$ cat src/rtl/assert_macros.svh
// Assertion macros for the RTL. Define NO_ASSERTIONS to compile them out.
`ifndef ASSERT_MACROS_SVH
`define ASSERT_MACROS_SVH

`ifndef NO_ASSERTIONS

// The consequent must hold in the same cycle as the antecedent.
`define ASSERT_IMPLIES(label, clk, rst_n, ante, cons) \
    label: assert property (@(posedge clk) disable iff (!rst_n) (ante) |-> (cons)) \
        else $error("assertion failed: same-cycle implication");

// The consequent must hold in the cycle after the antecedent.
`define ASSERT_NEXT(label, clk, rst_n, ante, cons) \
    label: assert property (@(posedge clk) disable iff (!rst_n) (ante) |=> (cons)) \
        else $error("assertion failed: next-cycle implication");

`else

`define ASSERT_IMPLIES(label, clk, rst_n, ante, cons)
`define ASSERT_NEXT(label, clk, rst_n, ante, cons)

`endif

`endif

$ cat src/rtl/rlm_pkg.sv
`default_nettype none

package rlm_pkg;

    localparam int SAMPLE_W  = 16;
    localparam int CHAN_W    = 3;
    localparam int LEVEL_W   = 16;

    // Square of a Q1.15 magnitude is at most 2^30.
    localparam int SQ_W      = 2 * (SAMPLE_W - 1) + 1;

    // Shared multiplier.
    localparam int MUL_W     = 32;
    localparam int PROD_W    = 2 * MUL_W;

    // log2 mantissa in Q1.30 and fraction bits of the Q.24 result.
    localparam int Y_W       = 31;
    localparam int FRAC_BITS = 24;
    localparam int ITER_W    = 5;

    localparam int MAG_W     = 15;
    localparam logic [MAG_W-1:0] FLOOR_MAG = MAG_W'(25600);
    localparam logic signed [LEVEL_W-1:0] LEVEL_MIN = -16'sd25600;

    // 5^10: the floor test is S * 5^10 < N * 2^20.
    localparam logic [MUL_W-1:0] FIVE_POW_10    = 32'd9765625;
    localparam int               FLOOR_SHIFT    = 20;
    // 256 * 10 * log10(2) in Q.20.
    localparam logic [MUL_W-1:0] DB_PER_OCT_Q20 = 32'd808071242;
    // Full scale 2^30 as a Q.24 log2.
    localparam logic [MUL_W-1:0] FULL_SCALE_Q24 = 32'd503316480;
    localparam logic [PROD_W-1:0] ROUND_Q44     = 64'h0000_0800_0000_0000;
    localparam int               MAG_SHIFT      = 44;

    typedef struct packed {
        logic start;
        logic overflow;
    } chunk_ctl_t;

endpackage

`default_nettype wire

$ cat src/rtl/rlm_ifs.sv
`default_nettype none

interface rlm_sample_if;
    logic                                  valid;
    logic                                  ready;
    logic signed [rlm_pkg::SAMPLE_W-1:0]   sample;
    logic [rlm_pkg::CHAN_W-1:0]            channel;
    logic                                  end_of_chunk;

    modport source (output valid, sample, channel, end_of_chunk, input ready);
    modport sink   (input valid, sample, channel, end_of_chunk, output ready);
endinterface

interface rlm_level_if;
    logic                                  valid;
    logic                                  ready;
    logic signed [rlm_pkg::LEVEL_W-1:0]    level_db;
    logic                                  overflow;

    modport source (output valid, level_db, overflow, input ready);
    modport sink   (input valid, level_db, overflow, output ready);
endinterface

interface rlm_cfg_if;
    logic                                  valid;
    logic                                  ready;
    logic [rlm_pkg::CHAN_W-1:0]            channel_select;

    modport source (output valid, channel_select, input ready);
    modport sink   (input valid, channel_select, output ready);
endinterface

`default_nettype wire

$ cat src/rtl/rms_level_meter_db.sv
`default_nettype none

// RMS level meter. Samples of the selected channel are squared and summed, one sample
// transaction per cycle while the channel is ready, until a transaction with
// end_of_chunk set; the block then reports 10*log10 of the mean square relative to
// full scale in Q7.8 dB, floored at -100 dB, with the chunk's overflow flag, and
// starts a new chunk. After the end-of-chunk transaction the sample channel is not
// ready while the chunk is handed off and during the level computation, which runs
// on one shared 32x32 multiplier: the floor test when the sum is below the count,
// then for each of log2(sum) and log2(count) the one-bit normalizing shifts and 24
// squarings, then scaling and rounding. A finished level waits in an output register
// while samples of the next chunk are accepted; a second level computation completes
// only once that register is free.
module rms_level_meter_db
#(
    parameter int CHANNELS = 8,
    parameter int MAX_FRAMES = 1024
)
(
    input  wire logic    clk,
    input  wire logic    rst_n,
    rlm_sample_if.sink   samples,
    rlm_level_if.source  levels,
    rlm_cfg_if.sink      cfg
);

`include "assert_macros.svh"

    localparam int CNT_W = $clog2(MAX_FRAMES + 1);
    localparam int SUM_W = CNT_W + rlm_pkg::SQ_W - 1;

    logic [SUM_W-1:0]     chunk_sum;
    logic [CNT_W-1:0]     chunk_count;
    rlm_pkg::chunk_ctl_t  chunk_ctl;
    logic                 level_busy;

    rlm_accum
    #(
        .CHANNELS   (CHANNELS),
        .MAX_FRAMES (MAX_FRAMES),
        .CNT_W      (CNT_W),
        .SUM_W      (SUM_W)
    )
    u_accum
    (
        .clk         (clk),
        .rst_n       (rst_n),
        .samples     (samples),
        .cfg         (cfg),
        .level_busy  (level_busy),
        .chunk_sum   (chunk_sum),
        .chunk_count (chunk_count),
        .chunk_ctl   (chunk_ctl)
    );

    rlm_level
    #(
        .CNT_W (CNT_W),
        .SUM_W (SUM_W)
    )
    u_level
    (
        .clk         (clk),
        .rst_n       (rst_n),
        .chunk_sum   (chunk_sum),
        .chunk_count (chunk_count),
        .chunk_ctl   (chunk_ctl),
        .busy        (level_busy),
        .levels      (levels)
    );

    `ASSERT_IMPLIES(level_in_range, clk, rst_n, levels.valid, (levels.level_db <= 16'sd0) && (levels.level_db >= rlm_pkg::LEVEL_MIN))
    `ASSERT_NEXT(eoc_starts_level, clk, rst_n, samples.valid && samples.ready && samples.end_of_chunk, chunk_ctl.start && !samples.ready)
    `ASSERT_IMPLIES(start_when_idle, clk, rst_n, chunk_ctl.start, !level_busy)

endmodule

`default_nettype wire

$ cat src/rtl/rlm_mul.sv
`default_nettype none

module rlm_mul
(
    input  wire logic                        clk,
    input  wire logic [rlm_pkg::MUL_W-1:0]   a,
    input  wire logic [rlm_pkg::MUL_W-1:0]   b,
    output logic      [rlm_pkg::PROD_W-1:0]  p
);

    logic [rlm_pkg::PROD_W-1:0] p_reg;
    logic [rlm_pkg::PROD_W-1:0] p_next;

    assign p_next = rlm_pkg::PROD_W'(a) * rlm_pkg::PROD_W'(b);
    assign p      = p_reg;

    always_ff @(posedge clk)
    begin
        p_reg <= p_next;
    end

endmodule

`default_nettype wire

$ cat src/rtl/rlm_accum.sv
`default_nettype none

module rlm_accum
#(
    parameter int CHANNELS = 8,
    parameter int MAX_FRAMES = 1024,
    parameter int CNT_W = 11,
    parameter int SUM_W = 41
)
(
    input  wire logic              clk,
    input  wire logic              rst_n,
    rlm_sample_if.sink             samples,
    rlm_cfg_if.sink                cfg,
    input  wire logic              level_busy,
    output logic [SUM_W-1:0]       chunk_sum,
    output logic [CNT_W-1:0]       chunk_count,
    output rlm_pkg::chunk_ctl_t    chunk_ctl
);

    localparam int CH_CMP_W = 7;

    logic [rlm_pkg::CHAN_W-1:0]    chsel_reg;
    logic                          flush_reg, flush_next;
    logic                          sq_vld_reg, sq_vld_next;
    logic [rlm_pkg::SQ_W-1:0]      sq_reg, sq_next;
    logic [SUM_W-1:0]              sum_reg, sum_next;
    logic [CNT_W-1:0]              count_reg, count_next;
    logic                          ovf_reg, ovf_next;

    logic                          accept;
    logic                          take;
    logic                          room;
    logic [rlm_pkg::SAMPLE_W-1:0]  sample_u;
    logic [rlm_pkg::SAMPLE_W-1:0]  mag;
    logic [2*rlm_pkg::SAMPLE_W-1:0] sq_full;
    logic [SUM_W-1:0]              sum_add;

    assign cfg.ready     = 1'b1;
    assign samples.ready = !flush_reg && !level_busy;
    assign accept        = samples.valid && samples.ready;

    assign take = accept && (samples.channel == chsel_reg) &&
                  ({{(CH_CMP_W - rlm_pkg::CHAN_W){1'b0}}, samples.channel} <
                   CH_CMP_W'(CHANNELS));
    assign room = count_reg < CNT_W'(MAX_FRAMES);

    assign sample_u = samples.sample;
    assign mag      = sample_u[rlm_pkg::SAMPLE_W-1] ? (~sample_u + 1'b1) : sample_u;
    assign sq_full  = {{rlm_pkg::SAMPLE_W{1'b0}}, mag} * {{rlm_pkg::SAMPLE_W{1'b0}}, mag};
    assign sq_next  = sq_full[rlm_pkg::SQ_W-1:0];

    // The square of the previous sample is added in the cycle after it was taken.
    assign sum_add = sum_reg +
                     (sq_vld_reg ? {{(SUM_W - rlm_pkg::SQ_W){1'b0}}, sq_reg} : '0);

    assign chunk_sum          = sum_add;
    assign chunk_count        = count_reg;
    assign chunk_ctl.start    = flush_reg;
    assign chunk_ctl.overflow = ovf_reg;

    always_comb
    begin
        flush_next  = accept && samples.end_of_chunk;
        sq_vld_next = take && room;
        sum_next    = sum_add;
        count_next  = count_reg + CNT_W'(take && room);
        ovf_next    = ovf_reg || (take && !room);
        if (flush_reg)
        begin
            flush_next  = 1'b0;
            sq_vld_next = 1'b0;
            sum_next    = '0;
            count_next  = '0;
            ovf_next    = 1'b0;
        end
    end

    always_ff @(posedge clk or negedge rst_n)
    begin
        if (!rst_n)
        begin
            chsel_reg  <= '0;
            flush_reg  <= 1'b0;
            sq_vld_reg <= 1'b0;
            sum_reg    <= '0;
            count_reg  <= '0;
            ovf_reg    <= 1'b0;
        end
        else
        begin
            if (cfg.valid && cfg.ready)
            begin
                chsel_reg <= cfg.channel_select;
            end
            flush_reg  <= flush_next;
            sq_vld_reg <= sq_vld_next;
            sum_reg    <= sum_next;
            count_reg  <= count_next;
            ovf_reg    <= ovf_next;
        end
    end

    always_ff @(posedge clk)
    begin
        sq_reg <= sq_next;
    end

endmodule

`default_nettype wire

$ cat src/rtl/rlm_level.sv
`default_nettype none

module rlm_level
#(
    parameter int CNT_W = 11,
    parameter int SUM_W = 41
)
(
    input  wire logic                  clk,
    input  wire logic                  rst_n,
    input  wire logic [SUM_W-1:0]      chunk_sum,
    input  wire logic [CNT_W-1:0]      chunk_count,
    input  rlm_pkg::chunk_ctl_t        chunk_ctl,
    output logic                       busy,
    rlm_level_if.source                levels
);

    localparam int NORM_W = (SUM_W > rlm_pkg::Y_W) ? SUM_W : rlm_pkg::Y_W;
    localparam int E_W    = $clog2(NORM_W);
    localparam int L_W    = E_W + rlm_pkg::FRAC_BITS;
    localparam int D_W    = rlm_pkg::MUL_W + 1;
    localparam int T_W    = rlm_pkg::Y_W + 1;
    localparam int M_W    = rlm_pkg::PROD_W - rlm_pkg::MAG_SHIFT;

    typedef enum logic [3:0] {
        S_IDLE,
        S_FLOOR_MUL,
        S_FLOOR_CHK,
        S_NORM,
        S_SQ_MUL,
        S_SQ_CHK,
        S_DIFF,
        S_MAG_MUL,
        S_MAG_RND,
        S_DONE
    } state_t;

    state_t                             state_reg, state_next;
    logic                               pass_reg, pass_next;
    logic [rlm_pkg::ITER_W-1:0]         iter_reg, iter_next;
    logic                               out_vld_reg, out_vld_next;

    // Only a sum below the count reaches the floor test, so the count's width is enough.
    logic [CNT_W-1:0]                   s_reg, s_next;
    logic [CNT_W-1:0]                   n_reg, n_next;
    logic                               ovf_reg, ovf_next;
    logic [NORM_W-1:0]                  x_reg, x_next;
    logic [E_W-1:0]                     e_reg, e_next;
    logic [rlm_pkg::Y_W-1:0]            y_reg, y_next;
    logic [rlm_pkg::FRAC_BITS-1:0]      frac_reg, frac_next;
    logic [L_W-1:0]                     ls_reg, ls_next;
    logic [rlm_pkg::MUL_W-1:0]          d_reg, d_next;
    logic [rlm_pkg::MAG_W-1:0]          mag_reg, mag_next;
    logic signed [rlm_pkg::LEVEL_W-1:0] out_level_reg, out_level_next;
    logic                               out_ovf_reg, out_ovf_next;

    logic [rlm_pkg::MUL_W-1:0]          mul_a;
    logic [rlm_pkg::MUL_W-1:0]          mul_b;
    logic [rlm_pkg::PROD_W-1:0]         prod;
    logic [T_W-1:0]                     sq_t;
    logic [rlm_pkg::FRAC_BITS-1:0]      frac_step;
    logic [rlm_pkg::PROD_W-1:0]         floor_rhs;
    logic [D_W-1:0]                     d_sum;
    logic [rlm_pkg::PROD_W-1:0]         rounded;
    logic [M_W-1:0]                     mag_raw;
    logic                               load_out;

    rlm_mul u_mul
    (
        .clk (clk),
        .a   (mul_a),
        .b   (mul_b),
        .p   (prod)
    );

    always_comb
    begin
        case (state_reg)
            S_FLOOR_MUL:
            begin
                mul_a = {{(rlm_pkg::MUL_W - CNT_W){1'b0}}, s_reg};
                mul_b = rlm_pkg::FIVE_POW_10;
            end
            S_SQ_MUL:
            begin
                mul_a = {{(rlm_pkg::MUL_W - rlm_pkg::Y_W){1'b0}}, y_reg};
                mul_b = {{(rlm_pkg::MUL_W - rlm_pkg::Y_W){1'b0}}, y_reg};
            end
            default:
            begin
                mul_a = d_reg;
                mul_b = rlm_pkg::DB_PER_OCT_Q20;
            end
        endcase
    end

    // Q1.30 square truncated to Q2.30; its top bit says it reached 2.0.
    assign sq_t      = prod[2*rlm_pkg::Y_W-1 -: T_W];
    assign frac_step = {frac_reg[rlm_pkg::FRAC_BITS-2:0], sq_t[rlm_pkg::Y_W]};
    assign floor_rhs = {{(rlm_pkg::PROD_W - CNT_W - rlm_pkg::FLOOR_SHIFT){1'b0}},
                        n_reg, {rlm_pkg::FLOOR_SHIFT{1'b0}}};

    // Full scale minus log2(S/N); the count's log2 still sits in e_reg and frac_reg.
    assign d_sum = {1'b0, rlm_pkg::FULL_SCALE_Q24}
                 + {{(D_W - L_W){1'b0}}, e_reg, frac_reg}
                 - {{(D_W - L_W){1'b0}}, ls_reg};

    assign rounded = prod + rlm_pkg::ROUND_Q44;
    assign mag_raw = rounded[rlm_pkg::PROD_W-1 -: M_W];

    assign load_out = (state_reg == S_DONE) && (!out_vld_reg || levels.ready);
    assign busy     = (state_reg != S_IDLE);

    assign levels.valid    = out_vld_reg;
    assign levels.level_db = out_level_reg;
    assign levels.overflow = out_ovf_reg;

    always_comb
    begin
        state_next     = state_reg;
        pass_next      = pass_reg;
        iter_next      = iter_reg;
        s_next         = s_reg;
        n_next         = n_reg;
        ovf_next       = ovf_reg;
        x_next         = x_reg;
        e_next         = e_reg;
        y_next         = y_reg;
        frac_next      = frac_reg;
        ls_next        = ls_reg;
        d_next         = d_reg;
        mag_next       = mag_reg;
        out_vld_next   = (out_vld_reg && !levels.ready) || load_out;
        out_level_next = out_level_reg;
        out_ovf_next   = out_ovf_reg;

        case (state_reg)
            S_IDLE:
            begin
                if (chunk_ctl.start)
                begin
                    s_next    = chunk_sum[CNT_W-1:0];
                    n_next    = chunk_count;
                    ovf_next  = chunk_ctl.overflow;
                    x_next    = NORM_W'(chunk_sum);
                    e_next    = E_W'(NORM_W - 1);
                    pass_next = 1'b0;
                    if (chunk_count == '0)
                    begin
                        mag_next   = rlm_pkg::FLOOR_MAG;
                        state_next = S_DONE;
                    end
                    else if (chunk_sum < {{(SUM_W - CNT_W){1'b0}}, chunk_count})
                    begin
                        state_next = S_FLOOR_MUL;
                    end
                    else
                    begin
                        state_next = S_NORM;
                    end
                end
            end
            S_FLOOR_MUL:
            begin
                state_next = S_FLOOR_CHK;
            end
            S_FLOOR_CHK:
            begin
                if (prod < floor_rhs)
                begin
                    mag_next   = rlm_pkg::FLOOR_MAG;
                    state_next = S_DONE;
                end
                else
                begin
                    state_next = S_NORM;
                end
            end
            S_NORM:
            begin
                if (x_reg[NORM_W-1])
                begin
                    y_next     = x_reg[NORM_W-1 -: rlm_pkg::Y_W];
                    frac_next  = '0;
                    iter_next  = '0;
                    state_next = S_SQ_MUL;
                end
                else
                begin
                    x_next = {x_reg[NORM_W-2:0], 1'b0};
                    e_next = e_reg - 1'b1;
                end
            end
            S_SQ_MUL:
            begin
                state_next = S_SQ_CHK;
            end
            S_SQ_CHK:
            begin
                frac_next = frac_step;
                y_next    = sq_t[rlm_pkg::Y_W] ? sq_t[rlm_pkg::Y_W:1]
                                               : sq_t[rlm_pkg::Y_W-1:0];
                iter_next = iter_reg + 1'b1;
                if (iter_reg == rlm_pkg::ITER_W'(rlm_pkg::FRAC_BITS - 1))
                begin
                    if (!pass_reg)
                    begin
                        ls_next    = {e_reg, frac_step};
                        x_next     = {{(NORM_W - CNT_W){1'b0}}, n_reg};
                        e_next     = E_W'(NORM_W - 1);
                        pass_next  = 1'b1;
                        state_next = S_NORM;
                    end
                    else
                    begin
                        state_next = S_DIFF;
                    end
                end
                else
                begin
                    state_next = S_SQ_MUL;
                end
            end
            S_DIFF:
            begin
                d_next     = d_sum[D_W-1] ? '0 : d_sum[rlm_pkg::MUL_W-1:0];
                state_next = S_MAG_MUL;
            end
            S_MAG_MUL:
            begin
                state_next = S_MAG_RND;
            end
            S_MAG_RND:
            begin
                mag_next   = (mag_raw > M_W'(rlm_pkg::FLOOR_MAG)) ? rlm_pkg::FLOOR_MAG
                                                               : mag_raw[rlm_pkg::MAG_W-1:0];
                state_next = S_DONE;
            end
            S_DONE:
            begin
                if (load_out)
                begin
                    out_level_next = -$signed({1'b0, mag_reg});
                    out_ovf_next   = ovf_reg;
                    state_next     = S_IDLE;
                end
            end
            default:
            begin
                state_next = S_IDLE;
            end
        endcase
    end

    always_ff @(posedge clk or negedge rst_n)
    begin
        if (!rst_n)
        begin
            state_reg     <= S_IDLE;
            pass_reg      <= 1'b0;
            iter_reg      <= '0;
            out_vld_reg   <= 1'b0;
            out_level_reg <= '0;
            out_ovf_reg   <= 1'b0;
        end
        else
        begin
            state_reg     <= state_next;
            pass_reg      <= pass_next;
            iter_reg      <= iter_next;
            out_vld_reg   <= out_vld_next;
            out_level_reg <= out_level_next;
            out_ovf_reg   <= out_ovf_next;
        end
    end

    always_ff @(posedge clk)
    begin
        s_reg         <= s_next;
        n_reg         <= n_next;
        ovf_reg       <= ovf_next;
        x_reg         <= x_next;
        e_reg         <= e_next;
        y_reg         <= y_next;
        frac_reg      <= frac_next;
        ls_reg        <= ls_next;
        d_reg         <= d_next;
        mag_reg       <= mag_next;
    end

endmodule

`default_nettype wire

$ cat src/flat_wrapper.sv
// flat-port wrapper written by rule: the top's interface ports become plain ports
module rms_level_meter_db_flat 
#(
    parameter int CHANNELS = 8,
    parameter int MAX_FRAMES = 1024
)
  (clk, rst_n, samples_valid, samples_sample, samples_channel, samples_end_of_chunk, samples_ready, levels_valid, levels_level_db, levels_overflow, levels_ready, cfg_valid, cfg_channel_select, cfg_ready);
  rlm_sample_if samples_i ();
  rlm_level_if levels_i ();
  rlm_cfg_if cfg_i ();
  input  wire logic clk;
  input  wire logic rst_n;
  input wire logic [$bits(samples_i.valid)-1:0] samples_valid;
  input wire logic [$bits(samples_i.sample)-1:0] samples_sample;
  input wire logic [$bits(samples_i.channel)-1:0] samples_channel;
  input wire logic [$bits(samples_i.end_of_chunk)-1:0] samples_end_of_chunk;
  output wire logic [$bits(samples_i.ready)-1:0] samples_ready;
  output wire logic [$bits(levels_i.valid)-1:0] levels_valid;
  output wire logic [$bits(levels_i.level_db)-1:0] levels_level_db;
  output wire logic [$bits(levels_i.overflow)-1:0] levels_overflow;
  input wire logic [$bits(levels_i.ready)-1:0] levels_ready;
  input wire logic [$bits(cfg_i.valid)-1:0] cfg_valid;
  input wire logic [$bits(cfg_i.channel_select)-1:0] cfg_channel_select;
  output wire logic [$bits(cfg_i.ready)-1:0] cfg_ready;
  assign samples_i.valid = samples_valid;
  assign samples_i.sample = samples_sample;
  assign samples_i.channel = samples_channel;
  assign samples_i.end_of_chunk = samples_end_of_chunk;
  assign samples_ready = samples_i.ready;
  assign levels_valid = levels_i.valid;
  assign levels_level_db = levels_i.level_db;
  assign levels_overflow = levels_i.overflow;
  assign levels_i.ready = levels_ready;
  assign cfg_i.valid = cfg_valid;
  assign cfg_i.channel_select = cfg_channel_select;
  assign cfg_ready = cfg_i.ready;
  rms_level_meter_db #(.CHANNELS(CHANNELS), .MAX_FRAMES(MAX_FRAMES)) u_core (.clk(clk), .rst_n(rst_n), .samples(samples_i), .levels(levels_i), .cfg(cfg_i));
endmodule
$ cat config.mk
export PLATFORM = sky130hd
export DESIGN_NAME = rms_level_meter_db_flat
export DESIGN_NICKNAME = d
export VERILOG_FILES = /design/src/rtl/rlm_pkg.sv /design/src/rtl/rlm_ifs.sv /design/src/rtl/rms_level_meter_db.sv /design/src/rtl/rlm_mul.sv /design/src/rtl/rlm_accum.sv /design/src/rtl/rlm_level.sv /design/src/flat_wrapper.sv
export VERILOG_INCLUDE_DIRS = /design/src /design/src/rtl
export SDC_FILE = /design/constraint.sdc
export NUM_CORES = 2
export LEC_CHECK = 0
export BUFFER_PORTS_ARGS = -buffer_cell sky130_fd_sc_hd__buf_2
export CAP_MARGIN = 40
export CORE_MARGIN = 2
export CORE_UTILIZATION = 40
export CTS_CLUSTER_DIAMETER = 40
export DETAILED_ROUTE_END_ITERATION = 10
export PLACE_DENSITY = 0.66
export SLEW_MARGIN = 20
export SYNTH_ARGS = -nofsm -noshare
export SYNTH_HDL_FRONTEND = slang
export SYNTH_SLANG_ARGS = --single-unit
$ cat constraint.sdc
create_clock -name clk -period 12.3 [get_ports clk]
set_input_delay 1.23 -clock clk [delete_from_list [all_inputs] [get_ports clk]]
set_output_delay 1.23 -clock clk [all_outputs]
set_load 0.01 [all_outputs]
==> out/results.ini <==
[sta]
final_number_of_hold_violating_endpoints=0
final.setup.tns_ns=0
finalMaxSlewViolations=0
max_slew.worst_pin.slew_ns=1.01
setup_viol=0
grt_setup_unrepaired=false
final_worst_path_period_need_ns=11.01
clock-skew-final_ns=0.0321
finalCritPeriodShare_pct=89.5
fmax_ghz=0.0908
slew_headroom_pct=32.5

[synthesis]
ys_top_cells_by_area=sky130_fd_sc_hd__fa_1 (37%), sky130_fd_sc_hd__edfxtp_1 (11%), sky130_fd_sc_hd__ha_1 (10%)
syn-instance-count=5898
post_synthesis_async_set_or_reset_flop_share_pct=23.8
count_of_flip_flops_with_a_built_in_enable_after_synthesis=202
synth-seq-area-share_pct=17.6
synth.largest_area_cell=sky130_fd_sc_hd__fa_1
postSynth.topFlopCell=sky130_fd_sc_hd__edfxtp_1
yosysWarnings=0
share_of_the_synthesized_area_in_the_top_cell_type_pct=37.5
syn_area_um2=55000
synth.cells.most_frequent=sky130_fd_sc_hd__inv_1 (1,270), sky130_fd_sc_hd__fa_1 (1,030), sky130_fd_sc_hd__nand2_1 (683), sky130_fd_sc_hd__nor2_1 (654), sky130_fd_sc_hd__ha_1 (461)
netlist-cell-type-count=95
ys_seq_elements=361
synthesis.area_per_instance_um2=9.33
synthMostInstantiatedCell=sky130_fd_sc_hd__inv_1

[global_routing]
antenna_found_initial=6
wire_length_of_the_first_global_routing_pass_mm=272
grt_use_total_pct=25.7
globalRouteOverflowTotal=0
grt_pass1_vias=43900
maximum_number_of_pins_on_one_net_before_global_route_repair=73

[critical_path]
worst_path_largest_cell_delay_ns=0.66
critical_path_class=reg2reg
cp_max_fo=72
endpoint_kind=flip-flop
timing.critical_path.arrival_ns=11.51
critical_path_required_ns=12.80
timing.critical_path.mode_cell=sky130_fd_sc_hd__fa_1
cpLargestDelayFamily=adder cells
worst_setup_sp_type=flip-flop
combined_buffer_and_inverter_count_along_the_critical_path=7
slowest_cell_on_crit_path=sky130_fd_sc_hd__inv_1

[outcome]
run_status=completed

[clocking]
clockBufferDepth=3
cts_hold_buffers=0
cts.reportedPaths.clkPinSlew_ns=0.06
tritoncts.num_buffers=49
clock_insertion_delay_at_the_later_pin_of_the_skew_report_ns=0.60
cts.root.buffer_cell=sky130_fd_sc_hd__clkbuf_16
post_cts_resized=0
cts_tree=built
htree_num_levels=2
postCtsSetupBuffers=0
count_of_clock_tree_sinks=361

[job]
maxCapViolations=0

[die]
floorplan.die_area_um2=141000
chipHeight_um=375
design.portCount=48
die_w_um=375
placeableCoreArea_um2=137000
initial_core_util_pct=40.2
total_number_of_placement_rows=136

[layout]
antenna_cells_inserted=0
final_layout_size_suffix_gt1_share_pct=5.64
nets=7467
largest_register_ff_count=43
syn_to_final_growth_pct=8.69
instances_no_fill=7782

[drt]
dr.first_iter.drc_count=4243
detail-route-antenna-nets=0
routed_wire_length_per_instance_um=23.0
finalWirelength_mm=179
drt-pass1-iter-count=6
via_count_normalized_by_instance_count=5.40
drcViolationCount=0
vias=42000

[placement]
placedCellCount=7685
placement.io_buffers=46
place_congestion=1.04
dpl.hpwl_mm=142

[hold_path]
hold_class=reg2reg

metal layers:
metal | wire, um | global-route usage, % | up-vias
li1 | - | - | 18200
met1 | 69300 | 33.7 | 21000
met2 | 79300 | 40.3 | 2254
met3 | 19800 | 6.66 | 565
met4 | 10300 | 11.3 | 10
met5 | 79 | 0 | -
area by class of cell:
type | count | area, um2
tap | 1794 | 2240
clock buffer | 58 | 1290
inverter | 1283 | 4820
timing repair buffer | 183 | 1440
clock inverter | 33 | 373
fill | 13200 | 77200
multi-input combinational | 4070 | 40000
sequential | 361 | 9680
metrics by stage:
step	cell area (um2)	util, %	setup slack [ns]	hold slack, ns
2_1_floorplan	55200	-	3.09	0.406
3_3_place_gp	57800	42.2	1.73	0.430
3_5_place_dp	58100	42.4	1.55	0.438
4_1_cts	59700	43.6	1.50	0.451
5_1_grt	59800	43.7	0.889	0.467
6_report	59800	43.7	1.29	0.451
path summary, 6_finish.rpt:
| check | from | endpoint | slack (ns) | cells after the start |
|---|---|---|---|---|
| setup reg to reg | u_core.u_level.state_reg[2] | u_core.u_level.u_mul.p[48] | 1.29 | 32 |
| hold reg to reg | u_core.u_level.frac_reg[0] | u_core.u_level.ls_reg[1] | 0.45 | 0 |
| setup / recovery | u_core.u_level.state_reg[2] | u_core.u_level.u_mul.p[48] | 1.29 | 32 |
| min in group asynchronous | rst_n | u_core.u_level.levels.level_db[3] | 0.52 | 1 |
| hold / removal | u_core.u_level.frac_reg[0] | u_core.u_level.ls_reg[1] | 0.45 | 0 |
| max in group asynchronous | rst_n | u_core.u_accum.sum_reg[2] | 10.82 | 3 |
logic make-up after synthesis:
group	share of synthesized area (%)
AOI/OAI and AO/OA	6.95
buffers and inverters	10.3
xor gates and xnor gates	2.91
other	0.0136
muxes	0.666
DFF	17.6
and+or+nand+nor	13.7
adders and majority gates	47.9
cells in the final DEF, fill, tap and decap left out, types with 10 or more instances in the layout:
cell / count
sky130_fd_sc_hd__a211oi_1: 10
sky130_fd_sc_hd__a21o_1: 74
sky130_fd_sc_hd__a21oi_1: 161
sky130_fd_sc_hd__a221o_1: 12
sky130_fd_sc_hd__a22o_1: 14
sky130_fd_sc_hd__a22oi_1: 14
sky130_fd_sc_hd__a31oi_1: 13
sky130_fd_sc_hd__and2_1: 72
sky130_fd_sc_hd__and3_1: 56
sky130_fd_sc_hd__buf_2: 45
sky130_fd_sc_hd__buf_4: 116
sky130_fd_sc_hd__buf_8: 10
sky130_fd_sc_hd__clkbuf_16: 50
sky130_fd_sc_hd__clkinv_1: 11
sky130_fd_sc_hd__conb_1: 36
sky130_fd_sc_hd__dfrtp_1: 85
sky130_fd_sc_hd__dfxtp_1: 72
sky130_fd_sc_hd__edfxtp_1: 202
sky130_fd_sc_hd__fa_1: 1030
sky130_fd_sc_hd__ha_1: 461
sky130_fd_sc_hd__inv_1: 1269
sky130_fd_sc_hd__mux2i_1: 31
sky130_fd_sc_hd__nand2_1: 682
sky130_fd_sc_hd__nand2b_1: 32
sky130_fd_sc_hd__nand3_1: 49
sky130_fd_sc_hd__nand4_1: 22
sky130_fd_sc_hd__nor2_1: 644
sky130_fd_sc_hd__nor2b_1: 39
sky130_fd_sc_hd__nor3_1: 59
sky130_fd_sc_hd__nor4_1: 20
sky130_fd_sc_hd__o21a_1: 29
sky130_fd_sc_hd__o21ai_0: 105
sky130_fd_sc_hd__o21ai_1: 23
sky130_fd_sc_hd__o21bai_1: 19
sky130_fd_sc_hd__or3_1: 10
sky130_fd_sc_hd__xnor2_1: 101
sky130_fd_sc_hd__xor2_1: 82
worst register-to-register path, delay by kind of cell (launching register included):
| family | cells | cell delay [ns] |
|---|---|---|
| compound gates | 7 | 2.28 |
| xor+xnor | 1 | 0.11 |
| fa+ha+maj | 9 | 4.36 |
| buf+inv | 7 | 1.34 |
| flops | 1 | 0.64 |
| simple gates | 8 | 2.18 |
Power is left out: the tool's default activity adds up to more than one toggle a clock period on the data nets, which glitch-free logic cannot reach.
